File: src/rtl/lcri_pkg.sv
// shared constants and types for the lan card register interface
package lcri_pkg;

    localparam int REGS_PER_BANK   = 17;
    localparam int DEF_RX_DEPTH    = 2048;
    localparam int DEF_BANK_COUNT  = 4;
    localparam int FIFO_LANES      = 4;

    // receive fifo status towards the request decoder
    typedef struct packed {
        logic       empty;
        logic       multi;
        logic [1:0] lane0;
        logic [1:0] lane1;
        logic       next_full;
        logic       ovf;
    } t_fifo_stat;

endpackage

File: src/rtl/lcri_bank.sv
// banked register file: one write port, two registered read ports, 0xFF until written
module lcri_bank #(
    parameter int BANK_COUNT = lcri_pkg::DEF_BANK_COUNT,
    parameter int AW         = $clog2(BANK_COUNT * lcri_pkg::REGS_PER_BANK)
) (
    input  logic               i_clk,
    input  logic               i_rst_n,
    input  logic               i_we,
    input  logic [AW-1:0]      i_waddr,
    input  logic [7:0]         i_wdata,
    input  logic               i_re,
    input  logic [1:0][AW-1:0] i_raddr,
    output logic [1:0][7:0]    o_q
);
    localparam int DEPTH = BANK_COUNT * lcri_pkg::REGS_PER_BANK;

    logic [7:0]       mem [DEPTH];
    logic [DEPTH-1:0] r_vld;
    logic [1:0][7:0]  r_q;
    logic [1:0]       r_q_vld;

    // storage array
    always_ff @(posedge i_clk) begin
        if (i_we) begin
            mem[i_waddr] <= i_wdata;
        end
        if (i_re) begin
            r_q[0] <= mem[i_raddr[0]];
            r_q[1] <= mem[i_raddr[1]];
        end
    end

    // written flags, reset gives 0xFF everywhere
    always_ff @(posedge i_clk) begin
        if (!i_rst_n) begin
            r_vld   <= '0;
            r_q_vld <= '0;
        end else begin
            if (i_we) begin
                r_vld[i_waddr] <= 1'b1;
            end
            if (i_re) begin
                r_q_vld[0] <= r_vld[i_raddr[0]];
                r_q_vld[1] <= r_vld[i_raddr[1]];
            end
        end
    end

    assign o_q[0] = r_q_vld[0] ? r_q[0] : 8'hFF;
    assign o_q[1] = r_q_vld[1] ? r_q[1] : 8'hFF;

endmodule

File: config.mk
export PLATFORM = sky130hd
export DESIGN_NAME = lcri_bank
export DESIGN_NICKNAME = d
export VERILOG_FILES = /design/src/rtl/lcri_pkg.sv /design/src/rtl/lcri_bank.sv
export SDC_FILE = /design/constraint.sdc
export NUM_CORES = 1
export LEC_CHECK = 0
export BUFFER_PORTS_ARGS = -buffer_cell sky130_fd_sc_hd__buf_2
export CORE_MARGIN = 2
export CORE_UTILIZATION = 45
export CTS_CLUSTER_SIZE = 12
export DETAILED_ROUTE_END_ITERATION = 10
export PLACE_DENSITY = 0.6
export REMOVE_ABC_BUFFERS = 1
export SLEW_MARGIN = 20
export SYNTH_ARGS = -nofsm -noshare
export SYNTH_HDL_FRONTEND = slang
export SYNTH_SLANG_ARGS = --single-unit
File: constraint.sdc
create_clock -name i_clk -period 2.6 [get_ports i_clk]
set_input_delay 0.26 -clock i_clk [delete_from_list [all_inputs] [get_ports i_clk]]
set_output_delay 0.26 -clock i_clk [all_outputs]
set_load 0.02 [all_outputs]
==> out/results.ini <==
[final_layout]
syn_to_final_growth_pct=17.3
final_nets=1925
final_cells=2802
final_cell_mix=edfxtp_1, mux4_2, buf_4
antenna_cells=0
drive_gt1_share_pct=34.3
final_common_cell=edfxtp_1
utilization_pct=53.4

[placement]
dp_cells=2674
place_ws_ns=-0.190
gp_congestion=0.896
io_buffers=48
place_hpwl_mm=64.0

[timing]
setup_violations=0
fmax_ghz=0.428
final_hold_viol_count=0
worst_slack_ns=0.263
rsz0062_at_grt=false
fin_skew_ns=0.0212
slew_viol_final=0
relSlewSlack_pct=36.3
setup_tns_ns=0
worst_pin_slew_ns=0.956
min_period_ns=2.34
period_share_pct=89.9

[worst_setup_path]
crit_chain=mux4_2, mux2i_1, o21ai_0, a2111oi_0, buf_4, a21oi_1
crit_family=compound AO/OA/AOI/OAI gates
rr_startpoint=mem[6][3]
critPathLaunchType=flip-flop
crit_path_max_fanout=2
slowest_stage=a2111oi_0
crit_path_end_kind=flip-flop
arrival_ns=2.70
crit_start=mem[6][3]
critPathBufInv=1
cp_data_required_time_ns=2.96
crit_type=flip-flop to flip-flop
reg2reg_slack_ns=0.26
slowest_delay_ns=0.55

[clocking]
cts_hold_buf=1
cts_tree=yes
cts_max_level=3
ctsLongestPathBuffers=3
clk_latency_ns=0.62
cts_root_buf=clkbuf_16
ctsResizeCount=0
clk_pin_slew_ns=0.06
cts_setup_buffers=0
cts.sinks=630
cts-buffers-inserted=70

[yosys]
ys_seq_area_share_pct=62.1
yosysTopAreaCell=edfxtp_1
synth_edf_count=560
ys_seq_elements=630
syn_area_um2=29400
async_flop_share_pct=0
syn_avg_cell_area_um2=17.8
dominantRegCellSynth=edfxtp_1
syn-instance-count=1648
ys_warn_count=0
post_synth_num_cell_types=47
synth_top_area_share_pct=57.3
synth.area.top_cells=edfxtp_1, mux4_2, dfxtp_1

[floorplan]
row_count=93
core_area_um2=64500
die_height_um=259
ios=49
die_area_um2=67300
die_w_um=259
start_util_pct=45.5

[global_routing]
grt_pass1_vias=17930
grt_overflow=0
track_usage_pct=27.2
antenna_found_initial=9
grt_pass1_wl_mm=130
grt_max_degree=69

[drt]
drt_first_pass_iters=5
wl_per_cell_um=32.2
vias=18010
viasPerCell=6.43
ant_nets=0
drt-total-wl_mm=90.1
drt_iter0_drc=2425
post-route-drc-count=0

[power]
powerDensity_nw_per_um2=659
fin_total_pwr_mw=22.7
vdd_drop_max_mv=0.420
p_leak_nw=11.6

[min_path]
worstHoldStart=i_wdata[3]
min_path_type=input pin to flip-flop

[flow_run]
maxCapViolCount=0

[status]
status=finished, final reports clean

==> final cells by class <==
cell class                      count  area, um^2
Inverter                            4        15.0
Fill cell                        5110       30000
Clock inverter                     30         231
Multi-Input combinational cell    895       10500
Sequential cell                   630       18200
Tap cell                          855        1070
Clock buffer                       97        1960
Timing Repair Buffer              291        2480
==> stage by stage <==
stage	hold slack, ns	area [um^2]
2_1_floorplan	0.359	28700
3_3_place_gp	0.461	32200
3_5_place_dp	0.471	32200
4_1_cts	0.103	34400
5_1_grt	0.122	34400
6_report	0.123	34400
==> synth_stat cells, types with 9 or more instances <==
| cell | number |
|---|---|
| o21a_1 | 68 |
| edfxtp_1 | 560 |
| nand2b_1 | 22 |
| a22oi_1 | 74 |
| nor3_1 | 10 |
| clkbuf_1 | 36 |
| nor2b_1 | 21 |
| buf_1 | 9 |
| dfxtp_1 | 70 |
| and3_1 | 14 |
| a22o_1 | 13 |
| buf_4 | 14 |
| mux2i_1 | 119 |
| buf_2 | 48 |
| mux4_2 | 278 |
| nand2_1 | 49 |
| o21ai_0 | 11 |
| a21oi_1 | 15 |
| nand3_1 | 36 |
| buf_6 | 12 |
| nor2_1 | 88 |
==> power breakdown <==
group | leakage [nW] | internal [mW] | switching, mW
clock network | 1.07 | 5.57 | 4.00
registers | 5.61 | 11.1 | 0.0407
logic | 4.92 | 0.847 | 1.16
total | 11.6 | 17.5 | 5.20
==> worst paths after layout <==
kind,end,depth (start not counted)
worst min register to register,r_vld[67],1
worst max-delay path,r_q[11],6
worst max register to register,r_q[11],6
worst min-delay path,mem[17][3],1
==> sequential cells by signal (all words and copies together) (netlist names) <==
| signal | flops |
|---|---|
| r_q | 16 |
| r_vld | 68 |
| mem | 544 |
| r_q_vld | 2 |
==> metal layers <==
layer | wire [um] | share of wire (%) | global-route usage (%) | up-vias
met2 | 42000 | 47 | 42.2 | 950
li1 | - | - | - | 7404
met5 | 109 | 0.12 | 0 | -
met3 | 8480 | 9.4 | 5.70 | 139
met1 | 37200 | 41 | 39.1 | 9499
met4 | 2290 | 2.5 | 8.25 | 18
==> cell families after synthesis <==
group / after synthesis / share of synthesized area (%)
mux: 401 / 25.5
compound gates: 225 / 5.66
buf+inv: 123 / 2.26
flops: 630 / 62.1
simple gates: 269 / 4.47
(Power assumes the default switching activity.)
